## config.mk

```make
export PLATFORM = sky130hd
export DESIGN_NAME = channel_byte_allocator
export DESIGN_NICKNAME = d
export VERILOG_FILES = /design/src/rtl/core/cba_pkg.sv /design/src/rtl/core/cba_div.sv /design/src/rtl/core/cba_dp.sv /design/src/rtl/core/cba_ctrl.sv /design/src/rtl/core/channel_byte_allocator.sv
export SDC_FILE = /design/constraint.sdc
export NUM_CORES = 2
export LEC_CHECK = 0
export ABC_AREA = 1
export ABC_CLOCK_PERIOD_IN_PS = 21900
export BUFFER_PORTS_ARGS = -buffer_cell sky130_fd_sc_hd__clkbuf_2
export CAP_MARGIN = 20
export CORE_MARGIN = 1
export CORE_UTILIZATION = 50
export DETAILED_ROUTE_END_ITERATION = 7
export PLACE_DENSITY = 0.66
export SETUP_SLACK_MARGIN = 0.3
export SLEW_MARGIN = 20
export SYNTH_ARGS = -nofsm -noshare
export SYNTH_HDL_FRONTEND = slang
export SYNTH_HIERARCHICAL = 1
export SYNTH_SLANG_ARGS = --single-unit
```

## constraint.sdc

```tcl
create_clock -name clk_i -period 21.9 [get_ports clk_i]
set_clock_uncertainty 0.05 [all_clocks]
set_input_delay 1.095 -clock clk_i [delete_from_list [all_inputs] [get_ports clk_i]]
set_output_delay 1.095 -clock clk_i [all_outputs]
set_load 0.01 [all_outputs]
```

## src/rtl/core/cba_pkg.sv

```systemverilog
`default_nettype none
// ----------------------------------------------------------------------------
// cba_pkg: shared constants and types of the channel byte allocator
// Field widths, fixed scaling constants, register indexes and the
// command/status bundles between controller and datapath.
// ----------------------------------------------------------------------------
package cba_pkg;

  // Default number of coded channel slots
  localparam int MAX_CH_DEF  = 16;
  // Ratio denominator and output position of the LFE channel
  localparam int RATIO_SCOPE = 256;
  localparam int LFE_SLOT    = 3;

  // Field widths
  localparam int RATIO_W   = 8;
  localparam int BUDGET_W  = 18;
  localparam int LFEB_W    = 8;
  localparam int BYTES_W   = 16;
  localparam int CHIDX_W   = 4;
  localparam int MINB_W    = 8;
  localparam int CAP_W     = 13;
  localparam int CFG_IDX_W = 1;
  localparam int CFG_DAT_W = 13;

  // Divider widths: ratio times a 16-bit signed operand
  localparam int PROD_W = RATIO_W + BYTES_W;
  localparam int QMAG_W = PROD_W - 1;

  // Configuration register indexes
  localparam logic [CFG_IDX_W-1:0] REG_MIN_BYTES = 1'b0;
  localparam logic [CFG_IDX_W-1:0] REG_MAX_BYTES = 1'b1;

  // Reset values of the configuration registers
  localparam logic [MINB_W-1:0] MIN_BYTES_RST = 8'd8;
  localparam logic [CAP_W-1:0]  MAX_BYTES_RST = 13'd1000;

  typedef enum logic [4:0] {
    S_IDLE,
    S_TOTAL,
    S_LEFT,
    S_P1_MUL,
    S_P1_STORE,
    S_P2_INIT,
    S_P2_MUL,
    S_P2_STORE,
    S_FIX,
    S_SCAN,
    S_DIST,
    S_DIST_DIV,
    S_DIST_STORE,
    S_CAP_FIX,
    S_OUT
  } cba_state_e;

  typedef enum logic [4:0] {
    OP_NONE,
    OP_LOAD,
    OP_TOTAL,
    OP_LEFT,
    OP_P1_MUL,
    OP_P1_STORE,
    OP_P2_INIT,
    OP_P2_MUL,
    OP_P2_STORE,
    OP_FIX,
    OP_NEXT,
    OP_CAPTURE,
    OP_DIST_MUL,
    OP_DIST_STORE,
    OP_CAP_FIX,
    OP_OUT_INIT,
    OP_OUT_NEXT,
    OP_OUT_LAST
  } dp_op_e;

  typedef struct packed {
    dp_op_e op;
    logic   out_phase;
  } cmd_t;

  typedef struct packed {
    logic div_busy;
    logic last_i;
    logic alloc_ne_total;
    logic scan_hit;
    logic dist_skip;
    logic out_last;
  } sts_t;

endpackage
`default_nettype wire

```

## src/rtl/core/cba_div.sv

```systemverilog
`default_nettype none
// ----------------------------------------------------------------------------
// cba_div: signed by positive divider, one quotient bit per cycle
// Truncates toward zero and returns the low 16 bits of the quotient.
// ----------------------------------------------------------------------------
module cba_div (
  input  wire logic                                clk_i,
  input  wire logic                                rst_ni,
  input  wire logic                                start_i,
  input  wire logic signed [cba_pkg::PROD_W-1:0]   dividend_i,
  input  wire logic        [cba_pkg::BYTES_W-1:0]  divisor_i,
  output      logic                                busy_o,
  output      logic        [cba_pkg::BYTES_W-1:0]  quot_o
);
  import cba_pkg::*;

  localparam int CNT_W = $clog2(QMAG_W);

  logic                busy_q;
  logic [CNT_W-1:0]    cnt_q;
  logic                neg_q;
  logic [BYTES_W-1:0]  rem_q;
  logic [QMAG_W-1:0]   dq_q;
  logic [BYTES_W-1:0]  dvs_q;
  logic [PROD_W-1:0]   mag;
  logic [BYTES_W:0]    shifted;
  logic                ge;
  logic [BYTES_W:0]    diff;

  // Magnitude of the dividend and one restoring step
  always_comb begin
    mag     = dividend_i[PROD_W-1] ? (PROD_W'(0) - dividend_i) : dividend_i;
    shifted = {rem_q, dq_q[QMAG_W-1]};
    ge      = shifted >= {1'b0, dvs_q};
    diff    = shifted - {1'b0, dvs_q};
  end

  // Track busy and iteration count
  always_ff @(posedge clk_i or negedge rst_ni) begin
    if (!rst_ni) begin
      busy_q <= 1'b0;
      cnt_q  <= '0;
    end else if (start_i) begin
      busy_q <= 1'b1;
      cnt_q  <= CNT_W'(QMAG_W - 1);
    end else if (busy_q) begin
      if (cnt_q == '0) begin
        busy_q <= 1'b0;
      end else begin
        cnt_q <= cnt_q - CNT_W'(1);
      end
    end
  end

  // Shift quotient bits in
  always_ff @(posedge clk_i) begin
    if (start_i) begin
      neg_q <= dividend_i[PROD_W-1];
      rem_q <= '0;
      dq_q  <= mag[QMAG_W-1:0];
      dvs_q <= divisor_i;
    end else if (busy_q) begin
      rem_q <= ge ? diff[BYTES_W-1:0] : shifted[BYTES_W-1:0];
      dq_q  <= {dq_q[QMAG_W-2:0], ge};
    end
  end

  assign busy_o = busy_q;
  assign quot_o = neg_q ? (BYTES_W'(0) - dq_q[BYTES_W-1:0]) : dq_q[BYTES_W-1:0];

endmodule
`default_nettype wire

```

## src/rtl/core/cba_dp.sv

```systemverilog
`default_nettype none
// ----------------------------------------------------------------------------
// cba_dp: allocator datapath
// Ratio and byte stores, frame state, accumulators, shared divider and the
// output channel mux, all steered by controller commands.
// ----------------------------------------------------------------------------
module cba_dp #(
  parameter int MAX_CH = cba_pkg::MAX_CH_DEF
) (
  input  wire logic                                 clk_i,
  input  wire logic                                 rst_ni,
  input  wire logic                                 cfg_we_i,
  input  wire logic        [cba_pkg::CFG_IDX_W-1:0] cfg_idx_i,
  input  wire logic        [cba_pkg::CFG_DAT_W-1:0] cfg_data_i,
  input  wire logic        [cba_pkg::RATIO_W-1:0]   split_ratio_i,
  input  wire logic        [cba_pkg::BUDGET_W-1:0]  total_bits_i,
  input  wire logic                                 lfe_present_i,
  input  wire logic        [cba_pkg::LFEB_W-1:0]    lfe_bytes_i,
  input  wire cba_pkg::cmd_t                        cmd_i,
  output      cba_pkg::sts_t                        sts_o,
  output      logic        [cba_pkg::CHIDX_W-1:0]   channel_index_o,
  output      logic signed [cba_pkg::BYTES_W-1:0]   channel_bytes_o,
  output      logic                                 last_channel_o
);
  import cba_pkg::*;

  localparam int IW       = $clog2(MAX_CH);
  localparam int CW       = $clog2(MAX_CH + 1);
  localparam int SCOPE_SH = $clog2(RATIO_SCOPE);

  logic [MINB_W-1:0]   minb_q;
  logic [CAP_W-1:0]    cap_q;
  logic [RATIO_W-1:0]  ratio_q [MAX_CH];
  logic [BYTES_W-1:0]  bytes_q [MAX_CH];
  logic [MAX_CH-1:0]   capped_q;
  logic [CW-1:0]       count_q;
  logic [BUDGET_W-1:0] budget_q;
  logic                lfe_pres_q;
  logic [LFEB_W-1:0]   lfe_bytes_q;
  logic [BYTES_W-1:0]  total_q, alloc_q, top_q, rsum_q, opnd_q, sq_q;
  logic [IW-1:0]       most_q, i_q, k_q;

  logic                lfe_eff;
  logic [CW-1:0]       cap_lim;
  logic                last_i;
  logic [RATIO_W-1:0]  r_cur;
  logic                fix_op;
  logic [IW-1:0]       rd_addr, out_addr, i_next;
  logic [BYTES_W-1:0]  b_rd, minb_ext, cap_ext;
  logic [CW-1:0]       pos, k_ext, total_ch;
  logic signed [PROD_W-1:0] prod;
  logic [PROD_W-1:0]   prod_adj;
  logic [BYTES_W-1:0]  sq_calc, q16;
  logic                div_start, div_busy;
  logic [BYTES_W-1:0]  total_calc, left_calc;
  logic [BYTES_W-1:0]  p1_b, p2_raw, p2_b, dist_b, fix_b, capfix_b;
  logic                wr_en;
  logic [IW-1:0]       wr_addr;
  logic [BYTES_W-1:0]  wr_data;

  // Decode current position, addresses and the candidate write values
  always_comb begin
    lfe_eff   = (count_q == '0) ? lfe_present_i : lfe_pres_q;
    cap_lim   = lfe_eff ? CW'(MAX_CH - 1) : CW'(MAX_CH);
    last_i    = CW'(i_q) == (count_q - CW'(1));
    i_next    = last_i ? '0 : i_q + IW'(1);
    r_cur     = ratio_q[i_q];
    minb_ext  = BYTES_W'(minb_q);
    cap_ext   = BYTES_W'(cap_q);
    fix_op    = (cmd_i.op == OP_FIX) || (cmd_i.op == OP_CAP_FIX);
    pos       = (32'(count_q) > LFE_SLOT) ? CW'(LFE_SLOT) : count_q;
    k_ext     = CW'(k_q);
    total_ch  = count_q + CW'(lfe_pres_q);
    out_addr  = (lfe_pres_q && (k_ext > pos)) ? (k_q - IW'(1)) : k_q;
    if (fix_op) begin
      rd_addr = most_q;
    end else if (cmd_i.out_phase) begin
      rd_addr = out_addr;
    end else begin
      rd_addr = i_q;
    end
    b_rd       = bytes_q[rd_addr];
    total_calc = BYTES_W'(budget_q[BUDGET_W-1:3])
               - (lfe_pres_q ? BYTES_W'(lfe_bytes_q) : '0);
    left_calc  = total_q - BYTES_W'(BYTES_W'(count_q) * minb_ext);
    prod       = $signed({1'b0, r_cur}) * $signed(opnd_q);
    // Divide by the ratio scope with a shift, biased so it truncates toward zero
    prod_adj   = prod + (prod[PROD_W-1] ? PROD_W'(RATIO_SCOPE - 1) : PROD_W'(0));
    sq_calc    = prod_adj[SCOPE_SH +: BYTES_W];
    div_start  = cmd_i.op == OP_DIST_MUL;
    p1_b       = sq_q + minb_ext;
    p2_raw     = b_rd - sq_q;
    p2_b       = ($signed(p2_raw) < $signed(minb_ext)) ? minb_ext : p2_raw;
    dist_b     = b_rd + q16;
    fix_b      = b_rd + total_q - alloc_q;
    capfix_b   = b_rd + opnd_q - alloc_q;
  end

  // Select the byte store write
  always_comb begin
    wr_en   = 1'b1;
    wr_addr = i_q;
    wr_data = p1_b;
    case (cmd_i.op)
      OP_P1_STORE:   wr_data = p1_b;
      OP_P2_STORE:   wr_data = p2_b;
      OP_CAPTURE:    wr_data = cap_ext;
      OP_DIST_STORE: wr_data = dist_b;
      OP_FIX: begin
        wr_addr = most_q;
        wr_data = fix_b;
      end
      OP_CAP_FIX: begin
        wr_addr = most_q;
        wr_data = capfix_b;
      end
      default:       wr_en = 1'b0;
    endcase
  end

  cba_div u_div (
    .clk_i      (clk_i),
    .rst_ni     (rst_ni),
    .start_i    (div_start),
    .dividend_i (prod),
    .divisor_i  (rsum_q),
    .busy_o     (div_busy),
    .quot_o     (q16)
  );

  // Write configuration registers
  always_ff @(posedge clk_i or negedge rst_ni) begin
    if (!rst_ni) begin
      minb_q <= MIN_BYTES_RST;
      cap_q  <= MAX_BYTES_RST;
    end else if (cfg_we_i) begin
      unique case (cfg_idx_i)
        REG_MIN_BYTES: minb_q <= cfg_data_i[MINB_W-1:0];
        REG_MAX_BYTES: cap_q  <= cfg_data_i[CAP_W-1:0];
        default: ;
      endcase
    end
  end

  // Frame control state: count, budget, LFE info, capped flags
  always_ff @(posedge clk_i or negedge rst_ni) begin
    if (!rst_ni) begin
      count_q     <= '0;
      budget_q    <= '0;
      lfe_pres_q  <= 1'b0;
      lfe_bytes_q <= '0;
      capped_q    <= '0;
    end else begin
      case (cmd_i.op)
        OP_LOAD: begin
          if (count_q == '0) begin
            budget_q    <= total_bits_i;
            lfe_pres_q  <= lfe_present_i;
            lfe_bytes_q <= lfe_bytes_i;
          end
          if (count_q < cap_lim) begin
            count_q <= count_q + CW'(1);
          end
        end
        OP_CAPTURE:  capped_q[i_q] <= 1'b1;
        OP_OUT_LAST: begin
          count_q  <= '0;
          capped_q <= '0;
        end
        default: ;
      endcase
    end
  end

  // Ratio store write on load
  always_ff @(posedge clk_i) begin
    if ((cmd_i.op == OP_LOAD) && (count_q < cap_lim)) begin
      ratio_q[count_q[IW-1:0]] <= split_ratio_i;
    end
  end

  // Byte store write
  always_ff @(posedge clk_i) begin
    if (wr_en) begin
      bytes_q[wr_addr] <= wr_data;
    end
  end

  // Accumulators, indexes and operand register
  always_ff @(posedge clk_i) begin
    case (cmd_i.op)
      OP_TOTAL: begin
        total_q <= total_calc;
        alloc_q <= '0;
        top_q   <= '0;
        rsum_q  <= '0;
        most_q  <= '0;
        i_q     <= '0;
      end
      OP_LEFT:  opnd_q <= left_calc;
      OP_P1_MUL: sq_q <= sq_calc;
      OP_P1_STORE: begin
        alloc_q <= alloc_q + p1_b;
        rsum_q  <= rsum_q + BYTES_W'(r_cur);
        if ($signed(p1_b) > $signed(top_q)) begin
          top_q  <= p1_b;
          most_q <= i_q;
        end
        i_q <= i_next;
      end
      OP_P2_INIT: begin
        opnd_q  <= alloc_q - total_q;
        alloc_q <= '0;
        i_q     <= '0;
      end
      OP_P2_MUL: sq_q <= sq_calc;
      OP_P2_STORE: begin
        alloc_q <= alloc_q + p2_b;
        i_q     <= i_next;
      end
      OP_FIX:   i_q <= '0;
      OP_NEXT:  i_q <= i_next;
      OP_CAPTURE: begin
        opnd_q  <= b_rd - cap_ext;
        rsum_q  <= rsum_q - BYTES_W'(r_cur);
        alloc_q <= '0;
        i_q     <= '0;
      end
      OP_DIST_STORE: begin
        alloc_q <= alloc_q + q16;
        i_q     <= i_next;
      end
      OP_CAP_FIX:  i_q <= '0;
      OP_OUT_INIT: k_q <= '0;
      OP_OUT_NEXT: k_q <= k_q + IW'(1);
      default: ;
    endcase
  end

  // Status to the controller
  always_comb begin
    sts_o.div_busy       = div_busy;
    sts_o.last_i         = last_i;
    sts_o.alloc_ne_total = alloc_q != total_q;
    sts_o.scan_hit       = ($signed(b_rd) > $signed(cap_ext)) && !capped_q[i_q];
    sts_o.dist_skip      = capped_q[i_q] || !($signed(rsum_q) > $signed(BYTES_W'(0)));
    sts_o.out_last       = k_ext == (total_ch - CW'(1));
  end

  // Output channel: LFE slot or a coded channel
  assign channel_index_o = CHIDX_W'(k_q);
  assign channel_bytes_o = (lfe_pres_q && (k_ext == pos)) ? BYTES_W'(lfe_bytes_q) : b_rd;
  assign last_channel_o  = k_ext == (total_ch - CW'(1));

endmodule
`default_nettype wire

```

## src/rtl/core/cba_ctrl.sv

```systemverilog
`default_nettype none
// ----------------------------------------------------------------------------
// cba_ctrl: allocator sequencer
// Loads ratios, then walks share, correction, capping and output phases,
// issuing one datapath command per cycle.
// ----------------------------------------------------------------------------
module cba_ctrl (
  input  wire logic          clk_i,
  input  wire logic          rst_ni,
  input  wire logic          in_valid_i,
  input  wire logic          last_ratio_i,
  input  wire logic          out_stall_i,
  input  wire cba_pkg::sts_t sts_i,
  output      logic          in_stall_o,
  output      logic          out_valid_o,
  output      cba_pkg::cmd_t cmd_o
);
  import cba_pkg::*;

  cba_state_e state_q, state_d;

  always_ff @(posedge clk_i or negedge rst_ni) begin
    if (!rst_ni) begin
      state_q <= S_IDLE;
    end else begin
      state_q <= state_d;
    end
  end

  // Next state
  always_comb begin
    state_d = state_q;
    unique case (state_q)
      S_IDLE:       if (in_valid_i && last_ratio_i) state_d = S_TOTAL;
      S_TOTAL:      state_d = S_LEFT;
      S_LEFT:       state_d = S_P1_MUL;
      S_P1_MUL:     state_d = S_P1_STORE;
      S_P1_STORE:   state_d = sts_i.last_i ? S_P2_INIT : S_P1_MUL;
      S_P2_INIT:    state_d = sts_i.alloc_ne_total ? S_P2_MUL : S_FIX;
      S_P2_MUL:     state_d = S_P2_STORE;
      S_P2_STORE:   state_d = sts_i.last_i ? S_FIX : S_P2_MUL;
      S_FIX:        state_d = S_SCAN;
      S_SCAN: begin
        if (sts_i.scan_hit) begin
          state_d = S_DIST;
        end else if (sts_i.last_i) begin
          state_d = S_OUT;
        end
      end
      S_DIST: begin
        if (!sts_i.dist_skip) begin
          state_d = S_DIST_DIV;
        end else if (sts_i.last_i) begin
          state_d = S_CAP_FIX;
        end
      end
      S_DIST_DIV:   if (!sts_i.div_busy) state_d = S_DIST_STORE;
      S_DIST_STORE: state_d = sts_i.last_i ? S_CAP_FIX : S_DIST;
      S_CAP_FIX:    state_d = S_SCAN;
      S_OUT:        if (!out_stall_i && sts_i.out_last) state_d = S_IDLE;
      default:      state_d = S_IDLE;
    endcase
  end

  // Commands and handshake outputs
  always_comb begin
    cmd_o.op        = OP_NONE;
    cmd_o.out_phase = state_q == S_OUT;
    in_stall_o      = state_q != S_IDLE;
    out_valid_o     = state_q == S_OUT;
    unique case (state_q)
      S_IDLE:       if (in_valid_i) cmd_o.op = OP_LOAD;
      S_TOTAL:      cmd_o.op = OP_TOTAL;
      S_LEFT:       cmd_o.op = OP_LEFT;
      S_P1_MUL:     cmd_o.op = OP_P1_MUL;
      S_P1_STORE:   cmd_o.op = OP_P1_STORE;
      S_P2_INIT:    if (sts_i.alloc_ne_total) cmd_o.op = OP_P2_INIT;
      S_P2_MUL:     cmd_o.op = OP_P2_MUL;
      S_P2_STORE:   cmd_o.op = OP_P2_STORE;
      S_FIX:        cmd_o.op = OP_FIX;
      S_SCAN: begin
        if (sts_i.scan_hit) begin
          cmd_o.op = OP_CAPTURE;
        end else if (sts_i.last_i) begin
          cmd_o.op = OP_OUT_INIT;
        end else begin
          cmd_o.op = OP_NEXT;
        end
      end
      S_DIST:       cmd_o.op = sts_i.dist_skip ? OP_NEXT : OP_DIST_MUL;
      S_DIST_STORE: cmd_o.op = OP_DIST_STORE;
      S_CAP_FIX:    cmd_o.op = OP_CAP_FIX;
      S_OUT: begin
        if (!out_stall_i) begin
          cmd_o.op = sts_i.out_last ? OP_OUT_LAST : OP_OUT_NEXT;
        end
      end
      default:      cmd_o.op = OP_NONE;
    endcase
  end

endmodule
`default_nettype wire

```

## src/rtl/core/channel_byte_allocator.sv

```systemverilog
`default_nettype none
// ----------------------------------------------------------------------------
// channel_byte_allocator: per-frame byte budgets for coded audio channels
//
//   channel  dir  handshake              payload
//   in       in   in_valid_i/in_stall_o  split_ratio, total_bits, lfe_present,
//                                        lfe_bytes, last_ratio
//   out      out  out_valid_o/out_stall_i channel_index, channel_bytes,
//                                        last_channel
//   cfg      in   cfg_we_i               cfg_idx_i, cfg_data_i
//
// A ratio item that does not close the frame is stored and the block idles.
// The closing item runs the allocation: total and left-over setup, a
// multiply and store per channel for the share pass, one check, a multiply
// and store per channel for the overshoot pass when the shares miss the
// budget, one fix, and a cap scan over the channels. Each capped channel
// spreads its excess on a shared serial divider, once per uncapped channel,
// plus a fix; then the output channels leave one per cycle unless stalled.
// Reset clears the frame state and capped flags; no clearing pass is needed.
// A stalled output holds the current channel; input is stalled until the
// frame's last channel is taken.
// ----------------------------------------------------------------------------
module channel_byte_allocator #(
  parameter int MAX_CH = cba_pkg::MAX_CH_DEF
) (
  input  wire logic                                 clk_i,
  input  wire logic                                 rst_ni,
  input  wire logic                                 in_valid_i,
  output      logic                                 in_stall_o,
  input  wire logic        [cba_pkg::RATIO_W-1:0]   split_ratio_i,
  input  wire logic        [cba_pkg::BUDGET_W-1:0]  total_bits_i,
  input  wire logic                                 lfe_present_i,
  input  wire logic        [cba_pkg::LFEB_W-1:0]    lfe_bytes_i,
  input  wire logic                                 last_ratio_i,
  output      logic                                 out_valid_o,
  input  wire logic                                 out_stall_i,
  output      logic        [cba_pkg::CHIDX_W-1:0]   channel_index_o,
  output      logic signed [cba_pkg::BYTES_W-1:0]   channel_bytes_o,
  output      logic                                 last_channel_o,
  input  wire logic                                 cfg_we_i,
  input  wire logic        [cba_pkg::CFG_IDX_W-1:0] cfg_idx_i,
  input  wire logic        [cba_pkg::CFG_DAT_W-1:0] cfg_data_i
);
  import cba_pkg::*;

  cmd_t cmd;
  sts_t sts;

  // Sequencer
  cba_ctrl u_ctrl (
    .clk_i        (clk_i),
    .rst_ni       (rst_ni),
    .in_valid_i   (in_valid_i),
    .last_ratio_i (last_ratio_i),
    .out_stall_i  (out_stall_i),
    .sts_i        (sts),
    .in_stall_o   (in_stall_o),
    .out_valid_o  (out_valid_o),
    .cmd_o        (cmd)
  );

  // Stores, arithmetic and output mux
  cba_dp #(
    .MAX_CH (MAX_CH)
  ) u_dp (
    .clk_i           (clk_i),
    .rst_ni          (rst_ni),
    .cfg_we_i        (cfg_we_i),
    .cfg_idx_i       (cfg_idx_i),
    .cfg_data_i      (cfg_data_i),
    .split_ratio_i   (split_ratio_i),
    .total_bits_i    (total_bits_i),
    .lfe_present_i   (lfe_present_i),
    .lfe_bytes_i     (lfe_bytes_i),
    .cmd_i           (cmd),
    .sts_o           (sts),
    .channel_index_o (channel_index_o),
    .channel_bytes_o (channel_bytes_o),
    .last_channel_o  (last_channel_o)
  );

endmodule
`default_nettype wire

```

==> tab_implementation.tex <==
\begin{tabular}{lr}
\hline
Metric & Value \\
\hline
\multicolumn{2}{l}{\textbf{Die}} \\
\quad Die Y & 296.1 µm \\
\quad Initial Utilization & between 50\% and 60\% \\
\quad Core Footprint & around 0.085 mm² \\
\quad Die W & 296.1 µm \\
\quad Number of I/O pins & 78 \\
\quad Full die area & 0.08767 mm² \\
\quad Number of placement rows & 107 \\
\multicolumn{2}{l}{\textbf{Final layout}} \\
\quad Largest register FFs & 256 \\
\quad Fill cell count & between 7k and 8k \\
\quad Area growth syn-to-layout & 9.276\% \\
\quad Top reg by flops & u\_dp/bytes\_q \\
\quad Post-layout nets & 5456 \\
\quad Share of post-route cells with drive strength above 1 & 8.199\% \\
\multicolumn{2}{l}{\textbf{CTS}} \\
\quad Number of CTS-inserted buffers & a little over 70 \\
\quad H-tree Lvls & 3 \\
\quad Clock latency of the later-clocked register in the worst-skew pair & approximately 640 ps \\
\quad Post-CTS Setup Bufs & 0 \\
\quad Clock tree from TritonCTS & built \\
\quad Number of buffers on the longest clock path & 3 \\
\quad Clock slew seen by the registers of the worst setup and hold paths & 60 ps \\
\quad CTS root buf & sky130\_fd\_sc\_hd\_\_clkbuf\_16 \\
\quad Post-cts gate resize count & 0 \\
\quad TritonCTS Sinks & 628 \\
\quad Hold-fix buffers at CTS & 0 \\
\multicolumn{2}{l}{\textbf{Worst setup path}} \\
\quad Worst Setup Start Kind & register \\
\quad Cell occurring most often along the worst timing path & sky130\_fd\_sc\_hd\_\_nand2\_1 \\
\quad Master of the slowest instance on the critical path & sky130\_fd\_sc\_hd\_\_dfrtp\_1 \\
\quad Crit end category & register \\
\quad Critical path start-end classification & reg -> reg \\
\quad Highest cell delay on the worst timing path & $\sim$990 ps \\
\quad Req. time, crit path & 22250 ps \\
\quad Maximum fanout encountered on the critical timing path & 72 \\
\quad Data arrival time of the worst path & 16350 ps \\
\multicolumn{2}{l}{\textbf{Yosys}} \\
\quad Top cell type's share of synthesized area & approximately 37\% \\
\quad Number of instances in the synthesized netlist & 4884 \\
\quad Sequential area share after synthesis & 42.29\% \\
\quad Seq cells post-synth & 628 \\
\quad Yosys cell types & 75 \\
\quad Post-synthesis instance area & between 0.04 and 0.05 mm² \\
\quad Commonest cells post-synth & 1018 x sky130\_fd\_sc\_hd\_\_nand2\_1, 685 x sky130\_fd\_sc\_hd\_\_inv\_1, 532 x sky130\_fd\_sc\_hd\_\_edfxtp\_1, 400 x sky130\_fd\_sc\_hd\_\_nor2\_1, 360 x sky130\_fd\_sc\_hd\_\_nand3\_1 \\
\quad Top area cells in the synthesized netlist & sky130\_fd\_sc\_hd\_\_edfxtp\_1 37\%, sky130\_fd\_sc\_hd\_\_nand2\_1 8.8\%, sky130\_fd\_sc\_hd\_\_ha\_1 8.1\% \\
\quad Biggest area consumer among synthesized cells & sky130\_fd\_sc\_hd\_\_edfxtp\_1 \\
\quad Share of flip-flops with an asynchronous set or reset after synthesis & 12.10\% \\
\quad Number of enable flip-flop cells after synthesis & 532 \\
\quad Most instantiated library cell after synthesis & sky130\_fd\_sc\_hd\_\_nand2\_1 \\
\quad Most used flip-flop cell after synthesis & sky130\_fd\_sc\_hd\_\_edfxtp\_1 \\
\quad Mean post-synth cell area & 8.854 µm² \\
\quad Number of warnings issued by yosys & 6 \\
\multicolumn{2}{l}{\textbf{Timing}} \\
\quad Number of hold violations in the final report & 0 \\
\quad Worst path setup slack after routing & around 5900 ps \\
\quad Slew HR & 27.99\% \\
\quad Unrepaired setup endpoints after global routing & false \\
\quad Min Clock Period, post-route & $\sim$16000 ps \\
\quad Slew at the pin closest to its max-slew limit & 1079 ps \\
\quad Highest clock rate & 62.50 MHz \\
\quad Fin Setup TNS & 0 ps \\
\quad Final Cycle Share & 73.06\% \\
\quad Finish-stage setup viols & 0 \\
\quad Final Max Tran Viols & 0 \\
\multicolumn{2}{l}{\textbf{Route}} \\
\quad Vias per cell & 5.576 \\
\quad Final routed wirelength across all metal layers & 120500 µm \\
\quad Routed Antenna Nets & 0 \\
\quad Final routed DRC violation total & 0 \\
\quad DR vias & 34.34k \\
\quad Initial DRC count & $\sim$2.9k \\
\quad First drt pass iteration count & 8 \\
\quad Average wire per standard cell & 19.58 µm \\
\multicolumn{2}{l}{\textbf{Placed design}} \\
\quad Final weighted congestion in routability-driven placement & 1.028 \\
\quad Hpwl dp & 88560 µm \\
\quad Placement Setup Slack & approximately 6200 ps \\
\quad Port-buffer cells & 74 \\
\multicolumn{2}{l}{\textbf{Run}} \\
\quad Number of maximum-capacitance constraint violations & 0 \\
\multicolumn{2}{l}{\textbf{GRT}} \\
\quad Wire length of the first global-routing pass & 184600 µm \\
\quad Number of antenna violations at the first check in global routing & 2 \\
\quad Maximum number of pins on one net before global-route repair & 75 \\
\quad Vias in the first global route & 32.84k \\
\quad Combined global-route utilization of all metal layers & 27.65\% \\
\quad GRT overflow & 0 \\
\multicolumn{2}{l}{\textbf{Status}} \\
\quad Status & finished clean \\
\multicolumn{2}{l}{\textbf{Min path}} \\
\quad Worst min path class & in -> async \\
\hline
\end{tabular}
[final timing paths]
| kind | start | to | slack [ps] | depth (start not counted) |
|---|---|---|---|---|
| max | u_dp/count_q[2] | u_dp/alloc_q[12] | 5900 | 77 |
| min | rst_ni | u_dp/budget_q[10] | 270 | 1 |
| max reg2reg | u_dp/count_q[2] | u_dp/alloc_q[12] | 5900 | 77 |
| min reg2reg | u_dp/u_div/rem_q[12] | u_dp/u_div/rem_q[12] | 420 | 2 |
| max in group asynchronous | rst_ni | u_dp/capped_q[1] | 20350 | 2 |
| min in group clk_i | u_dp/u_div/rem_q[12] | u_dp/u_div/rem_q[12] | 420 | 2 |
[layer usage]
layer  vias to the layer above  routed length, µm  track usage, %
li1                      16550                  -               -
met1                     16250              51360           38.27
met2                      1321              54210           44.03
met3                       218              10110           3.905
met4                         0               4856           10.51
met5                         -                  0               0
[through the flow]
| stage | hold slack (ps) | util [%] | instance area [µm²] | std cells |
|---|---|---|---|---|
| after floorplan | 376.4 | - | 43250 | 4885 |
| after global placement | 394.9 | 52.53 | 44870 | 6027 |
| after detailed placement | 410.5 | 52.56 | 44890 | 6028 |
| after CTS | 252.4 | 55.30 | 47240 | 6157 |
| after global routing | 279.0 | 55.32 | 47250 | 6157 |
| final | 269.3 | 55.32 | 47250 | 6158 |
[layout make-up]
type | count | area [µm²] | share of cell area (%)
diodes | 1 | 2.502 | 0.005296
clock buffers | 88 | 1902 | 4.025
clock inverters | 41 | 442.9 | 0.9373
inverters | 713 | 2683 | 5.677
multi-input cells | 3405 | 21650 | 45.81
flip-flops and latches | 628 | 18290 | 38.71
well taps | 1144 | 1431 | 3.029
repair buffers | 138 | 857.1 | 1.814
[critical path: cells and delay by family (launching register included)]
| kind | cells | cell delay [ps] |
|---|---|---|
| compound gates | 17 | 3170 |
| fa+ha+maj | 6 | 2260 |
| buf+inv | 12 | 3070 |
| flops | 1 | 990 |
| simple gates | 42 | 6140 |
[cell usage in the layout, fill, tap and decap left out, drive strengths merged, types with 7 or more instances in the layout]
cell and n:
ha 279, xor2 92, dfstp 7, o21a 8
or2 34, a221o 11, o211ai 52, nand2 1036
o22ai 11, nor3 51, o21ai 273, nand3b 24
nand4 31, clkbuf 161, nor4 7, a31oi 35
xnor2 42, buf 65, clkinvlp 9, nand3 369
fa 165, o31ai 9, mux2i 32, a211oi 11
o221ai 11, a21oi 324, o2111ai 8, clkinv 33
inv 708, nor2 414, dfxtp 20, dfrtp 69
a21o 8, mux2 17, edfxtp 532
[cells by family (layout without fill, tap and decap cells)]
logic type,Yosys count,in the layout,synth area share (%)
muxes,49,49,1.183
adders and majority gates,444,444,15.71
AOI/OAI and AO/OA,802,802,10.65
and+or+nand+nor,1974,1974,19.52
buffers and inverters,852,980,7.914
xor gates and xnor gates,134,134,2.731
DFF,628,628,42.29
other,1,3,0.008672
Power is left out: the tool's default activity adds up to more than one toggle a clock period on the data nets, which glitch-free logic cannot reach.
